File: src/hw/rtl/sves_pkg.sv
// Package for the supply voltage enable supervisor.
// Holds sizes, configuration layout, codes and state types shared by all RTL files.
// No dependencies.
`default_nettype none

package sves_pkg;

    localparam int HISTORY_DEPTH = 8;
    localparam int BURST_SAMPLES = 16;

    localparam int SUM_W     = 14;
    localparam int CNT_W     = 5;
    localparam int TIME_W    = 32;
    localparam int CV_W      = 16;
    localparam int DELAY_W   = 20;
    localparam int FRAC_BITS = 6;
    localparam int HIST_W    = 22;
    localparam int ADC_FULL_CODE = 1023;

    localparam int SLOT_W  = (HISTORY_DEPTH > 1) ? $clog2(HISTORY_DEPTH) : 1;
    localparam int FILL_W  = $clog2(HISTORY_DEPTH + 1);
    localparam int TOTAL_W = HIST_W + FILL_W;

    // shared serial divider sizing
    localparam int DEN_W     = 16;
    localparam int DIV_NUM_W = SUM_W + CV_W + FRAC_BITS + 1;
    localparam int DIV_CNT_W = $clog2(DIV_NUM_W + 1);

    localparam int IN_DATA_W  = 56;
    localparam int OUT_DATA_W = 24;
    localparam int CFG_IDX_W  = 3;
    localparam int CFG_DATA_W = 20;

    typedef enum logic [CFG_IDX_W-1:0] {
        REG_FULLSCALE  = 3'd0,
        REG_TURN_ON    = 3'd1,
        REG_OFF_HIGH   = 3'd2,
        REG_OFF_LOW    = 3'd3,
        REG_ON_DELAY   = 3'd4,
        REG_LOW_DELAY  = 3'd5,
        REG_CRIT_DELAY = 3'd6
    } sves_reg_t;

    typedef enum logic [1:0] {
        TR_NONE    = 2'd0,
        TR_ENABLE  = 2'd1,
        TR_DISABLE = 2'd2
    } sves_trans_t;

    typedef enum logic [2:0] {
        AV_IDLE,
        AV_MUL,
        AV_DIV1_GO,
        AV_DIV1_WAIT,
        AV_DIV2_GO,
        AV_DIV2_WAIT,
        AV_DONE
    } sves_av_state_t;

    typedef struct packed {
        logic [CV_W-1:0]    fullscale_cv;
        logic [CV_W-1:0]    turn_on_cv;
        logic [CV_W-1:0]    off_high_cv;
        logic [CV_W-1:0]    off_low_cv;
        logic [DELAY_W-1:0] on_delay_ms;
        logic [DELAY_W-1:0] low_delay_ms;
        logic [DELAY_W-1:0] critical_delay_ms;
    } sves_cfg_t;

    localparam sves_cfg_t CFG_RESET = '{
        fullscale_cv:      16'd5000,
        turn_on_cv:        16'd2400,
        off_high_cv:       16'd2200,
        off_low_cv:        16'd2000,
        on_delay_ms:       20'd5000,
        low_delay_ms:      20'd5000,
        critical_delay_ms: 20'd500
    };

    // voltage handed from the averaging unit to the enable logic
    typedef struct packed {
        logic            valid;
        logic [CV_W-1:0] cv;
    } sves_volt_t;

    typedef struct packed {
        logic        is_enabled;
        sves_trans_t transition;
    } sves_gate_t;

endpackage

`default_nettype wire

File: src/hw/rtl/sves_div.sv
// Restoring bit-serial divider, one quotient bit per cycle.
// Depends on sves_pkg for operand widths.
`default_nettype none

module sves_div (
    input  wire logic                          clk,
    input  wire logic                          rst_n,
    input  wire logic                          start,
    input  wire logic [sves_pkg::DIV_NUM_W-1:0] num,
    input  wire logic [sves_pkg::DEN_W-1:0]     den,
    output logic                                done,
    output logic [sves_pkg::DIV_NUM_W-1:0]      quot
);
    import sves_pkg::*;

    logic                 busy_reg, busy_next;
    logic                 done_reg, done_next;
    logic [DIV_CNT_W-1:0] cnt_reg, cnt_next;
    logic [DEN_W-1:0]     rem_reg, rem_next;
    logic [DEN_W-1:0]     den_reg, den_next;
    logic [DIV_NUM_W-1:0] quo_reg, quo_next;
    logic [DEN_W:0]       trial;

    always_comb
    begin
        busy_next = busy_reg;
        done_next = 1'b0;
        cnt_next  = cnt_reg;
        rem_next  = rem_reg;
        den_next  = den_reg;
        quo_next  = quo_reg;
        trial     = {rem_reg, quo_reg[DIV_NUM_W-1]};
        if (start)
        begin
            busy_next = 1'b1;
            cnt_next  = DIV_CNT_W'(DIV_NUM_W);
            rem_next  = '0;
            den_next  = den;
            quo_next  = num;
        end
        else if (busy_reg)
        begin
            // quotient bits shift in where the numerator bits leave
            if (trial >= {1'b0, den_reg})
            begin
                rem_next = DEN_W'(trial - {1'b0, den_reg});
                quo_next = {quo_reg[DIV_NUM_W-2:0], 1'b1};
            end
            else
            begin
                rem_next = trial[DEN_W-1:0];
                quo_next = {quo_reg[DIV_NUM_W-2:0], 1'b0};
            end
            cnt_next = cnt_reg - 1'b1;
            if (cnt_reg == DIV_CNT_W'(1))
            begin
                busy_next = 1'b0;
                done_next = 1'b1;
            end
        end
    end

    always_ff @(posedge clk or negedge rst_n)
    begin
        if (!rst_n)
        begin
            busy_reg <= 1'b0;
            done_reg <= 1'b0;
            cnt_reg  <= '0;
        end
        else
        begin
            busy_reg <= busy_next;
            done_reg <= done_next;
            cnt_reg  <= cnt_next;
        end
    end

    always_ff @(posedge clk)
    begin
        rem_reg <= rem_next;
        den_reg <= den_next;
        quo_reg <= quo_next;
    end

    assign done = done_reg;
    assign quot = quo_reg;

endmodule

`default_nettype wire

File: src/hw/rtl/sves_avg.sv
// Averaging unit: history memory, running total and sequencer around the shared divider.
// Depends on sves_pkg and sves_div.
`default_nettype none

module sves_avg (
    input  wire logic                     clk,
    input  wire logic                     rst_n,
    input  wire logic                     start,
    input  wire logic [sves_pkg::SUM_W-1:0] adc_sum,
    input  wire logic [sves_pkg::CNT_W-1:0] sample_count,
    input  wire logic [sves_pkg::CV_W-1:0]  fullscale_cv,
    input  wire logic                     out_free,
    output logic                          idle,
    output sves_pkg::sves_volt_t          volt
);
    import sves_pkg::*;

    sves_av_state_t       state_reg, state_next;
    logic [SLOT_W-1:0]    slot_reg, slot_next;
    logic [FILL_W-1:0]    fill_reg, fill_next;
    logic [TOTAL_W-1:0]   total_reg, total_next;
    logic [CV_W-1:0]      last_reg, last_next;
    logic [SUM_W-1:0]     sum_reg, sum_next;
    logic [CNT_W-1:0]     cnt_reg, cnt_next;
    logic [SUM_W+CV_W-1:0] prod_reg, prod_next;
    logic [DEN_W-1:0]     den_reg, den_next;

    logic [HIST_W-1:0]    mem [HISTORY_DEPTH];
    logic [HIST_W-1:0]    rdata_reg;
    logic                 rd_en, wr_en;
    logic [HIST_W-1:0]    inst;
    logic [HIST_W-1:0]    old_entry;
    logic [TOTAL_W:0]     rounded;

    logic                 div_start, div_done;
    logic [DIV_NUM_W-1:0] div_num, div_quot;
    logic [DEN_W-1:0]     div_den;
    logic                 count_ok;

    sves_div u_div (
        .clk   (clk),
        .rst_n (rst_n),
        .start (div_start),
        .num   (div_num),
        .den   (div_den),
        .done  (div_done),
        .quot  (div_quot)
    );

    assign count_ok = (sample_count != '0) && (32'(sample_count) <= BURST_SAMPLES);

    // instant voltage saturates at the entry width
    assign inst = (|div_quot[DIV_NUM_W-1:HIST_W]) ? '1 : div_quot[HIST_W-1:0];
    // slot being replaced holds nothing until the ring has been filled once
    assign old_entry = (fill_reg == FILL_W'(HISTORY_DEPTH)) ? rdata_reg : '0;
    assign rounded = (TOTAL_W+1)'(total_reg)
                   + ((TOTAL_W+1)'(fill_reg) << (FRAC_BITS - 1));

    always_comb
    begin
        state_next = state_reg;
        slot_next  = slot_reg;
        fill_next  = fill_reg;
        total_next = total_reg;
        last_next  = last_reg;
        sum_next   = sum_reg;
        cnt_next   = cnt_reg;
        prod_next  = prod_reg;
        den_next   = den_reg;
        rd_en      = 1'b0;
        wr_en      = 1'b0;
        div_start  = 1'b0;
        div_num    = DIV_NUM_W'({prod_reg, FRAC_BITS'(0)}) + DIV_NUM_W'(den_reg >> 1);
        div_den    = den_reg;
        volt.valid = 1'b0;
        volt.cv    = last_reg;
        case (state_reg)
            AV_IDLE:
            begin
                if (start)
                begin
                    sum_next = adc_sum;
                    cnt_next = sample_count;
                    rd_en    = 1'b1;
                    state_next = count_ok ? AV_MUL : AV_DONE;
                end
            end
            AV_MUL:
            begin
                prod_next  = (SUM_W+CV_W)'(sum_reg) * (SUM_W+CV_W)'(fullscale_cv);
                den_next   = DEN_W'(cnt_reg) * DEN_W'(ADC_FULL_CODE);
                state_next = AV_DIV1_GO;
            end
            AV_DIV1_GO:
            begin
                div_start  = 1'b1;
                state_next = AV_DIV1_WAIT;
            end
            AV_DIV1_WAIT:
            begin
                if (div_done)
                begin
                    wr_en      = 1'b1;
                    total_next = total_reg - TOTAL_W'(old_entry) + TOTAL_W'(inst);
                    slot_next  = (slot_reg == SLOT_W'(HISTORY_DEPTH - 1)) ? '0
                               : slot_reg + 1'b1;
                    if (fill_reg != FILL_W'(HISTORY_DEPTH))
                    begin
                        fill_next = fill_reg + 1'b1;
                    end
                    state_next = AV_DIV2_GO;
                end
            end
            AV_DIV2_GO:
            begin
                // floor(floor((t + 32f) / 64) / f) rounds t / (64 f) half up
                div_start  = 1'b1;
                div_num    = DIV_NUM_W'(rounded >> FRAC_BITS);
                div_den    = DEN_W'(fill_reg);
                state_next = AV_DIV2_WAIT;
            end
            AV_DIV2_WAIT:
            begin
                if (div_done)
                begin
                    last_next  = (|div_quot[DIV_NUM_W-1:CV_W]) ? '1 : div_quot[CV_W-1:0];
                    state_next = AV_DONE;
                end
            end
            AV_DONE:
            begin
                if (out_free)
                begin
                    volt.valid = 1'b1;
                    state_next = AV_IDLE;
                end
            end
            default:
            begin
                state_next = AV_IDLE;
            end
        endcase
    end

    always_ff @(posedge clk or negedge rst_n)
    begin
        if (!rst_n)
        begin
            state_reg <= AV_IDLE;
            slot_reg  <= '0;
            fill_reg  <= '0;
            total_reg <= '0;
            last_reg  <= '0;
        end
        else
        begin
            state_reg <= state_next;
            slot_reg  <= slot_next;
            fill_reg  <= fill_next;
            total_reg <= total_next;
            last_reg  <= last_next;
        end
    end

    always_ff @(posedge clk)
    begin
        sum_reg  <= sum_next;
        cnt_reg  <= cnt_next;
        prod_reg <= prod_next;
        den_reg  <= den_next;
    end

    always_ff @(posedge clk)
    begin
        if (wr_en)
        begin
            mem[slot_reg] <= inst;
        end
        if (rd_en)
        begin
            rdata_reg <= mem[slot_reg];
        end
    end

    assign idle = (state_reg == AV_IDLE);

endmodule

`default_nettype wire

File: src/hw/rtl/sves_gate.sv
// Enable decision: hysteresis thresholds, delay timer and forced disable.
// Depends on sves_pkg.
`default_nettype none

module sves_gate (
    input  wire logic                        clk,
    input  wire logic                        rst_n,
    input  wire sves_pkg::sves_cfg_t         cfg,
    input  wire sves_pkg::sves_volt_t        volt,
    input  wire logic                        button_on,
    input  wire logic [sves_pkg::TIME_W-1:0] time_ms,
    output sves_pkg::sves_gate_t             result
);
    import sves_pkg::*;

    logic              en_reg, en_next;
    logic [TIME_W-1:0] timer_reg, timer_next;
    logic [TIME_W-1:0] elapsed;

    assign elapsed = time_ms - timer_reg;

    always_comb
    begin
        en_next    = en_reg;
        timer_next = timer_reg;
        if (!button_on)
        begin
            en_next = 1'b0;
        end
        else if (!en_reg)
        begin
            if (volt.cv >= cfg.turn_on_cv)
            begin
                // zero timer means not timing
                if (timer_reg == '0)
                begin
                    timer_next = time_ms;
                end
                else if (elapsed >= TIME_W'(cfg.on_delay_ms))
                begin
                    en_next = 1'b1;
                end
            end
            else
            begin
                timer_next = '0;
            end
        end
        else
        begin
            if (volt.cv <= cfg.off_low_cv)
            begin
                if (elapsed >= TIME_W'(cfg.critical_delay_ms))
                begin
                    en_next = 1'b0;
                end
            end
            else if (volt.cv <= cfg.off_high_cv)
            begin
                if (elapsed >= TIME_W'(cfg.low_delay_ms))
                begin
                    en_next = 1'b0;
                end
            end
            else
            begin
                timer_next = time_ms;
            end
        end

        result.is_enabled = en_next;
        if (en_next == en_reg)
        begin
            result.transition = TR_NONE;
        end
        else if (en_next)
        begin
            result.transition = TR_ENABLE;
        end
        else
        begin
            result.transition = TR_DISABLE;
        end
    end

    always_ff @(posedge clk or negedge rst_n)
    begin
        if (!rst_n)
        begin
            en_reg    <= 1'b0;
            timer_reg <= '0;
        end
        else if (volt.valid)
        begin
            en_reg    <= en_next;
            timer_reg <= timer_next;
        end
    end

endmodule

`default_nettype wire

File: src/hw/rtl/supply_voltage_enable_supervisor.sv
// Top level of the supply voltage enable supervisor: ports, configuration registers,
// input capture and output register. Depends on sves_pkg, sves_avg and sves_gate.
//
//  Channel   Direction  Handshake                Content
//  s_axis    in         s_axis_tvalid/tready     check event (burst, button, time)
//  m_axis    out        m_axis_tvalid/tready     enable state, average, transition
//  cfg       in         cfg_valid/cfg_ready      register index and write data
//
// An event with 1..16 samples runs through the bit-serial divider (37 steps), once for
// the instant voltage and once for the mean. An event with no usable samples skips the
// multiply and both divisions. One event is in work at a time; the next is taken once
// the current result sits in the output register.
// A stalled output holds the finished result; the unit waits until the register frees.
// Reset clears the fill count, the timer and the enable state; entries not yet written
// are ignored through the fill count, so there is no clearing pass.
`default_nettype none

module supply_voltage_enable_supervisor (
    input  wire logic                             clk,
    input  wire logic                             rst_n,
    input  wire logic                             s_axis_tvalid,
    output logic                                  s_axis_tready,
    // [13:0] adc_sum, [18:14] sample_count, [19] button_on, [51:20] time_ms
    input  wire logic [sves_pkg::IN_DATA_W-1:0]   s_axis_tdata,
    output logic                                  m_axis_tvalid,
    input  wire logic                             m_axis_tready,
    // [0] is_enabled, [16:1] average_cv, [18:17] transition
    output logic [sves_pkg::OUT_DATA_W-1:0]       m_axis_tdata,
    input  wire logic                             cfg_valid,
    output logic                                  cfg_ready,
    input  wire logic [sves_pkg::CFG_IDX_W-1:0]   cfg_index,
    input  wire logic [sves_pkg::CFG_DATA_W-1:0]  cfg_data
);
    import sves_pkg::*;

    sves_cfg_t          cfg_reg;
    logic               s_acc;
    logic               avg_idle;
    logic               out_free;
    sves_volt_t         volt;
    sves_gate_t         gate;
    logic               btn_reg;
    logic [TIME_W-1:0]  time_reg;
    logic               out_valid_reg, out_valid_next;
    logic [OUT_DATA_W-1:0] out_data_reg;

    assign cfg_ready     = 1'b1;
    assign s_axis_tready = avg_idle;
    assign s_acc         = s_axis_tvalid && s_axis_tready;
    assign out_free      = !out_valid_reg || m_axis_tready;

    always_ff @(posedge clk or negedge rst_n)
    begin
        if (!rst_n)
        begin
            cfg_reg <= CFG_RESET;
        end
        else if (cfg_valid && cfg_ready)
        begin
            case (sves_reg_t'(cfg_index))
                REG_FULLSCALE:  cfg_reg.fullscale_cv      <= cfg_data[CV_W-1:0];
                REG_TURN_ON:    cfg_reg.turn_on_cv        <= cfg_data[CV_W-1:0];
                REG_OFF_HIGH:   cfg_reg.off_high_cv       <= cfg_data[CV_W-1:0];
                REG_OFF_LOW:    cfg_reg.off_low_cv        <= cfg_data[CV_W-1:0];
                REG_ON_DELAY:   cfg_reg.on_delay_ms       <= cfg_data[DELAY_W-1:0];
                REG_LOW_DELAY:  cfg_reg.low_delay_ms      <= cfg_data[DELAY_W-1:0];
                REG_CRIT_DELAY: cfg_reg.critical_delay_ms <= cfg_data[DELAY_W-1:0];
                default:
                begin
                end
            endcase
        end
    end

    always_ff @(posedge clk)
    begin
        if (s_acc)
        begin
            btn_reg  <= s_axis_tdata[SUM_W+CNT_W];
            time_reg <= s_axis_tdata[SUM_W+CNT_W+1 +: TIME_W];
        end
    end

    sves_avg u_avg (
        .clk          (clk),
        .rst_n        (rst_n),
        .start        (s_acc),
        .adc_sum      (s_axis_tdata[SUM_W-1:0]),
        .sample_count (s_axis_tdata[SUM_W +: CNT_W]),
        .fullscale_cv (cfg_reg.fullscale_cv),
        .out_free     (out_free),
        .idle         (avg_idle),
        .volt         (volt)
    );

    sves_gate u_gate (
        .clk       (clk),
        .rst_n     (rst_n),
        .cfg       (cfg_reg),
        .volt      (volt),
        .button_on (btn_reg),
        .time_ms   (time_reg),
        .result    (gate)
    );

    always_comb
    begin
        out_valid_next = out_valid_reg;
        if (volt.valid)
        begin
            out_valid_next = 1'b1;
        end
        else if (m_axis_tready)
        begin
            out_valid_next = 1'b0;
        end
    end

    always_ff @(posedge clk or negedge rst_n)
    begin
        if (!rst_n)
        begin
            out_valid_reg <= 1'b0;
        end
        else
        begin
            out_valid_reg <= out_valid_next;
        end
    end

    always_ff @(posedge clk)
    begin
        if (volt.valid)
        begin
            out_data_reg <= OUT_DATA_W'({gate.transition, volt.cv, gate.is_enabled});
        end
    end

    assign m_axis_tvalid = out_valid_reg;
    assign m_axis_tdata  = out_data_reg;

    // a finished voltage never overwrites a result still waiting at the output
    a_no_overwrite: assert property (@(posedge clk) disable iff (!rst_n)
        volt.valid |-> (!out_valid_reg || m_axis_tready))
        else $error("result overwritten before transfer");

    // one event in work at a time
    a_single_event: assert property (@(posedge clk) disable iff (!rst_n)
        s_acc |=> !s_axis_tready)
        else $error("second event accepted while busy");

    // an enable transition always reports the enabled state
    a_enable_flag: assert property (@(posedge clk) disable iff (!rst_n)
        (m_axis_tvalid && m_axis_tdata[18:17] == TR_ENABLE) |-> m_axis_tdata[0])
        else $error("enable transition without enabled state");

    // results appear only after an accepted event
    a_result_source: assert property (@(posedge clk) disable iff (!rst_n)
        $rose(m_axis_tvalid) |-> $past(!avg_idle))
        else $error("result without event in work");

endmodule

`default_nettype wire

File: config.mk
export PLATFORM = sky130hd
export DESIGN_NAME = supply_voltage_enable_supervisor
export DESIGN_NICKNAME = d
export VERILOG_FILES = /design/src/hw/rtl/sves_pkg.sv /design/src/hw/rtl/sves_div.sv /design/src/hw/rtl/sves_avg.sv /design/src/hw/rtl/sves_gate.sv /design/src/hw/rtl/supply_voltage_enable_supervisor.sv
export SDC_FILE = /design/constraint.sdc
export NUM_CORES = 2
export LEC_CHECK = 0
export BUFFER_PORTS_ARGS = -buffer_cell sky130_fd_sc_hd__buf_4
export CAP_MARGIN = 15
export CORE_MARGIN = 4
export CORE_UTILIZATION = 30
export CTS_BUF_LIST = sky130_fd_sc_hd__clkbuf_16
export DETAILED_ROUTE_END_ITERATION = 10
export GPL_ROUTABILITY_DRIVEN = 0
export PLACE_DENSITY_LB_ADDON = 0.3
export SLEW_MARGIN = 20
export SYNTH_ARGS = -nofsm -noshare
export SYNTH_HDL_FRONTEND = slang
export SYNTH_SLANG_ARGS = --single-unit
File: constraint.sdc
create_clock -name clk -period 12.97 [get_ports clk]
set_input_delay 1.297 -clock clk [delete_from_list [all_inputs] [get_ports clk]]
set_output_delay 1.297 -clock clk [all_outputs]
set_load 0.01 [all_outputs]
# Yosys cells after proc, flatten, opt, wreduce, memory -nomap -nowiden
# Memory sizes are Yosys's and may differ from the RTL's. A register that Yosys moved wholly into a read port is not among the register bits.
# Index checks and enable logic that the tools add are counted.
[totals]
out_inout_bits = 27
ff_bits = 402
in_bits = 84
ram_bits = 176
elab_cells = 150
n_memories = 1
[memory_table]
columns = ["name", "words", "width", "rd", "rd_ports_with_merged_regs", "write_ports", "line_no", "rtl"]
rows = [
  ["u_avg.mem", 8, 22, 1, 1, 1, "sves_avg.sv:28", "logic [HIST_W-1:0] mem [HISTORY_DEPTH];"],
]
[classes]
n_mux = 50
n_lt_le_gt_ge = 8
reduce_logical = 26
n_eq_ne = 24
multipliers = 2
add_sub_neg = 9
[ops]
columns = ["op", "n"]
rows = [
  ["32-bit two-way mux", 5],
  ["37-bit two-way mux", 3],
  ["32-bit by 20-bit greater-or-equal comparator with 1-bit output", 3],
  ["22-bit two-way mux", 2],
  ["36-bit by 14-bit adder with 37-bit output", 1],
  ["16-bit <= comparator", 2],
  ["32-bit zero test", 1],
  ["16-bit two-way mux", 2],
  ["32-bit subtractor", 1],
  ["14-bit by 16-bit multiplier with 30-bit output", 1],
  ["26-bit by 9-bit adder with 27-bit output", 1],
  ["1-bit two-way mux", 27],
  ["26-bit by 22-bit adder with 26-bit output", 1],
  ["26-bit by 22-bit subtractor with 26-bit output", 1],
  ["3-bit == test (second input constant)", 7],
  ["3-bit one-hot mux with 7 select lines", 1],
  ["21-bit OR reduction", 1],
  ["2-bit AND reduction", 10],
  ["3-bit two-way mux", 6],
  ["17-bit by 15-bit greater-or-equal comparator with 1-bit output", 1],
  ["16-bit greater-or-equal comparator", 1],
  ["16-bit by 15-bit subtractor with 16-bit output", 1],
  ["5-bit by 10-bit multiplier with 15-bit output (second input constant)", 1],
  ["15-bit OR reduction", 1],
  ["26 further kinds", 38],
]

# Logic depth before layout (Yosys ltp)
[depth]
ltp_word = 8
mapped_depth = 24
depth_no_buf = 23

# Cells and area by module
# A second synthesis with hierarchy kept.
[hier_totals]
hier_cells = 3554
area_unflattened_um2 = 39601.7
[modules_own_cells]
columns = ["mod", "instances", "area_each_um2", "cells_each", "seq_area_each_um2"]
rows = [
  ["sves_avg", 1, 23064.6, 2101, 9168.8],
  ["supply_voltage_enable_supervisor", 1, 6490.0, 331, 4733.3],
  ["sves_gate", 1, 5995.8, 779, 825.8],
  ["sves_div", 1, 4051.4, 343, 2112.0],
]

# Least setup slack after synthesis
# OpenSTA, ideal clock, no wires.
[synth_timing]
path_kind = "input to register"
startpoint = "input s_axis_tvalid"
endpoint = "register btn_reg (enable)"
setup_slack_ps = 3475
t_arrival_ps = 8781
path_buffers = 0
setup_ps = 714
t_required_ps = 12256
cell_stages = 1
path_cell_list = "nor4b_1"
[synth_via]
elab_chain_cells = 1
[synth_lines]
columns = ["item", "line_no", "rtl"]
rows = [
  ["start, declared", "supply_voltage_enable_supervisor.sv:21", "input wire logic s_axis_tvalid,"],
  ["1-bit logical AND", "supply_voltage_enable_supervisor.sv:49", "assign s_acc = s_axis_tvalid && s_axis_tready;"],
  ["end signal, assigned", "supply_voltage_enable_supervisor.sv:79", "btn_reg <= s_axis_tdata[SUM_W+CNT_W];"],
  ["end, declared", "supply_voltage_enable_supervisor.sv:42", "logic btn_reg;"],
]
# No other way between the ends.
# A chain may end at the register's enable or synchronous reset.

# Worst setup path after layout
[layout_timing]
startpoint = "register u_avg.sum_reg[4]"
endpoint = "register u_avg.prod_reg[29], data pin"
[layout_via]
elab_chain_cells = 1
[layout_lines]
columns = ["item", "line_no", "rtl"]
rows = [
  ["start, declared", "sves_avg.sv:23", "logic [SUM_W-1:0] sum_reg, sum_next;"],
  ["start signal, assigned", "sves_avg.sv:167", "sum_reg <= sum_next;"],
  ["14-bit by 16-bit multiplier with 30-bit output", "sves_avg.sv:90", "prod_next = (SUM_W+CV_W)'(sum_reg) * (SUM_W+CV_W)'(fullscale_cv);"],
  ["end signal, assigned", "sves_avg.sv:169", "prod_reg <= prod_next;"],
  ["end, declared", "sves_avg.sv:25", "logic [SUM_W+CV_W-1:0] prod_reg, prod_next;"],
]
# No other way between the ends.

==> reports/metrics.cfg <==
[routing]
drt_iter0_drc = 1923
dr.pass1.iters = 6
avgViaCountPerCell = 4.88
drt_wl_total_um = 96700
avgRoutedWirePerCell_um = 18.4
route.vias.total = 25700
detail-route-antenna-nets = 0
drc_errors = 0

[logic_synthesis]
syn_avg_cell_area_sq_um = 11.0
synth_edf_count = 366
synth_cell_types = 83
synth_area_sq_um = 38100
ys_async_sr_fraction_pct = 36.3
ys_seq_area_share_pct = 44.1
ys_seq_elements = 600
syn_inst = 3453
ys_warn_count = 0
synthFlopType = edfxtp_1

[clocking]
cts_hold_buf = 0
root_buffer = clkbuf_16
cts.clk_slew.worst_paths_ps = 70
cts.path.max_buffers = 3
post_cts_buffers = 0
htree_levels = 3
cts-buffers-inserted = 73
ctsResizeCount = 0
cts_sinks = 600
clock_latency_ps = 650
cts_tree = done

[grt]
grtUsageTotal_pct = 14.7
grt_pass1_wl_um = 153000
grt_pass1_vias = 25900
overflow = 0
antenna_found_initial = 2
grt_max_degree = 63

[flow_run]
maxCapViolCount = 0

[timing]
slew_viol_final = 0
min_period_over_period_pct = 54.8
slew_headroom_pct = 21.0
finalClockSkew_ps = 42.0
fin_crit_ps = 7100
setup_viol = 0
worst_pin_slew_ps = 1180
final_hold_viol_count = 0
tns_ps = 0
rsz0062_at_grt = false
fmax_ghz = 0.141

[worst_setup_path]
start_kind = flop
rrSetupSlack_ps = 5870
critical_path_class = reg -> reg
r2r-end = u_avg.prod_reg[29]
worstPathArrival_ps = 7500
reg2reg_depth = 21
crit_fanout = 16
r2r_start = u_avg.sum_reg[4]
worstPathRequired_ps = 13370
cp-end-kind = flop

[floorplan]
fp-row-count = 130
io_pins = 111
core_area_sq_um = 126000
die_height_um = 364
die_width_um = 364
die_area_sq_um = 133000
start_util_pct = 30.3

[worst_hold_path]
hp-start = u_avg.u_div.rem_reg[15]
min_to = u_avg.u_div.rem_reg[15]
hold_class = reg -> reg
min_path_cells = 2

[place]
io_buffers = 100
dp_hpwl_um = 70000

[cells_and_area]
area_growth_pct = 13.7
drive_gt1_share_pct = 11.8
fin_nets = 4144
largest_reg_flops = 176

[outcome]
outcome = finished clean

per-layer routing:
metal  routed length, um  vias to the layer above  GRT usage (%)
met5                  13                        -              0
met4                1920                        2           3.63
li1                    -                    12200              -
met2               43800                      509           23.4
met3                4380                      109           2.19
met1               46600                    12800           21.0
synth_stat cells (56+ instances only):
library cell	count	area (sq um)
a21oi_1	113	566
a22oi_1	94	706
and2_1	143	895
clkbuf_1	111	417
dfrtp_1	183	4580
edfxtp_1	366	11000
fa_1	202	4040
ha_1	315	3940
inv_1	382	1430
mux2_2	75	845
nand2_1	367	1380
nor2_1	110	413
o21ai_0	173	866
xnor2_1	76	666
xor2_1	56	490
cell families (layout without fill, tap and decap cells):
kind of cell	after synthesis	count (layout)	synth area share, %
AND/OR/NAND/NOR	937	937	12.3
AO/OA/AOI/OAI	626	626	10.8
flip-flops	600	600	44.1
other	2	8	0.0197
adder cells (fa/ha/maj)	517	517	21.0
buffers and inverters	512	658	5.19
XOR/XNOR	132	132	3.04
multiplexers	127	127	3.58
worst max-delay path by stage:
| stage | start | endpoint | depth (start not counted) | slack (ps) |
|---|---|---|---|---|
| floorplan | s_axis_tvalid | btn_reg | 1 | 3470 |
| global placement | u_avg.sum_reg[4] | u_avg.prod_reg[29] | 21 | 5940 |
| detailed placement | u_avg.sum_reg[4] | u_avg.prod_reg[29] | 21 | 5900 |
| CTS | u_avg.sum_reg[4] | u_avg.prod_reg[29] | 21 | 5860 |
| global route | u_avg.sum_reg[4] | u_avg.prod_reg[23] | 21 | 5460 |
| finish | u_avg.sum_reg[4] | u_avg.prod_reg[29] | 21 | 5870 |
final cells by class:
type	count	area, sq um
inverters	382	1430
repair buffers	141	1070
well taps	1650	2060
multi-input cells	2345	19400
flip-flops and latches	600	16800
fillers	12700	82600
clock buffers	75	1880
clock inverters	60	639
diodes	2	5.00
worst max-delay path: stages, from the launching register on:
cell	delay, ps
edfxtp_1	690
and2_1	310
fa_1	530
inv_1	60
fa_1	530
inv_1	50
fa_1	510
fa_1	440
fa_1	540
inv_1	60
fa_1	520
inv_1	40
ha_1	340
and3_1	220
nand3_1	100
a211oi_1	70
o31a_1	340
o2111ai_1	450
a211oi_1	210
o41ai_1	460
nor2_1	100
a211oi_1	290
cell usage in the layout, fill, tap and decap left out, types with 26 or more instances in the layout:
cell       synthesis  layout
buf_4              8     140
or2_2             28      28
nand3_1           40      38
edfxtp_1         366     366
nand4_1           49      49
clkbuf_16          0      75
xnor2_1           76      76
dfrtp_1          183     183
a22oi_1           94      94
o21ai_0          173     173
nor3_1            45      40
and2_1           143     143
a21o_1            51      51
nor2b_1           29      29
mux2_2            75      75
inv_1            382     394
xor2_1            56      56
mux2i_1           52      52
nand2_1          367     367
nor2_1           110     108
ha_1             315     315
o21a_1            26      26
dfstp_2           35      35
fa_1             202     202
a21oi_1          113     113
through the flow:
stage                     cell area, sq um  worst slack (ps)  std cells  hold WS (ps)  util (%)
after floorplan                      38100              3470       3457           447         -
after global placement               40800              5940       5118           466      32.4
after detailed placement             40800              5900       5118           467      32.4
after CTS                            43300              5860       5253           476      34.4
after global routing                 43300              5460       5254           517      34.4
final                                43300              5870       5255           477      34.4
Power is left out: the tool's default activity adds up to more than one toggle a clock period on the data nets, which glitch-free logic cannot reach.
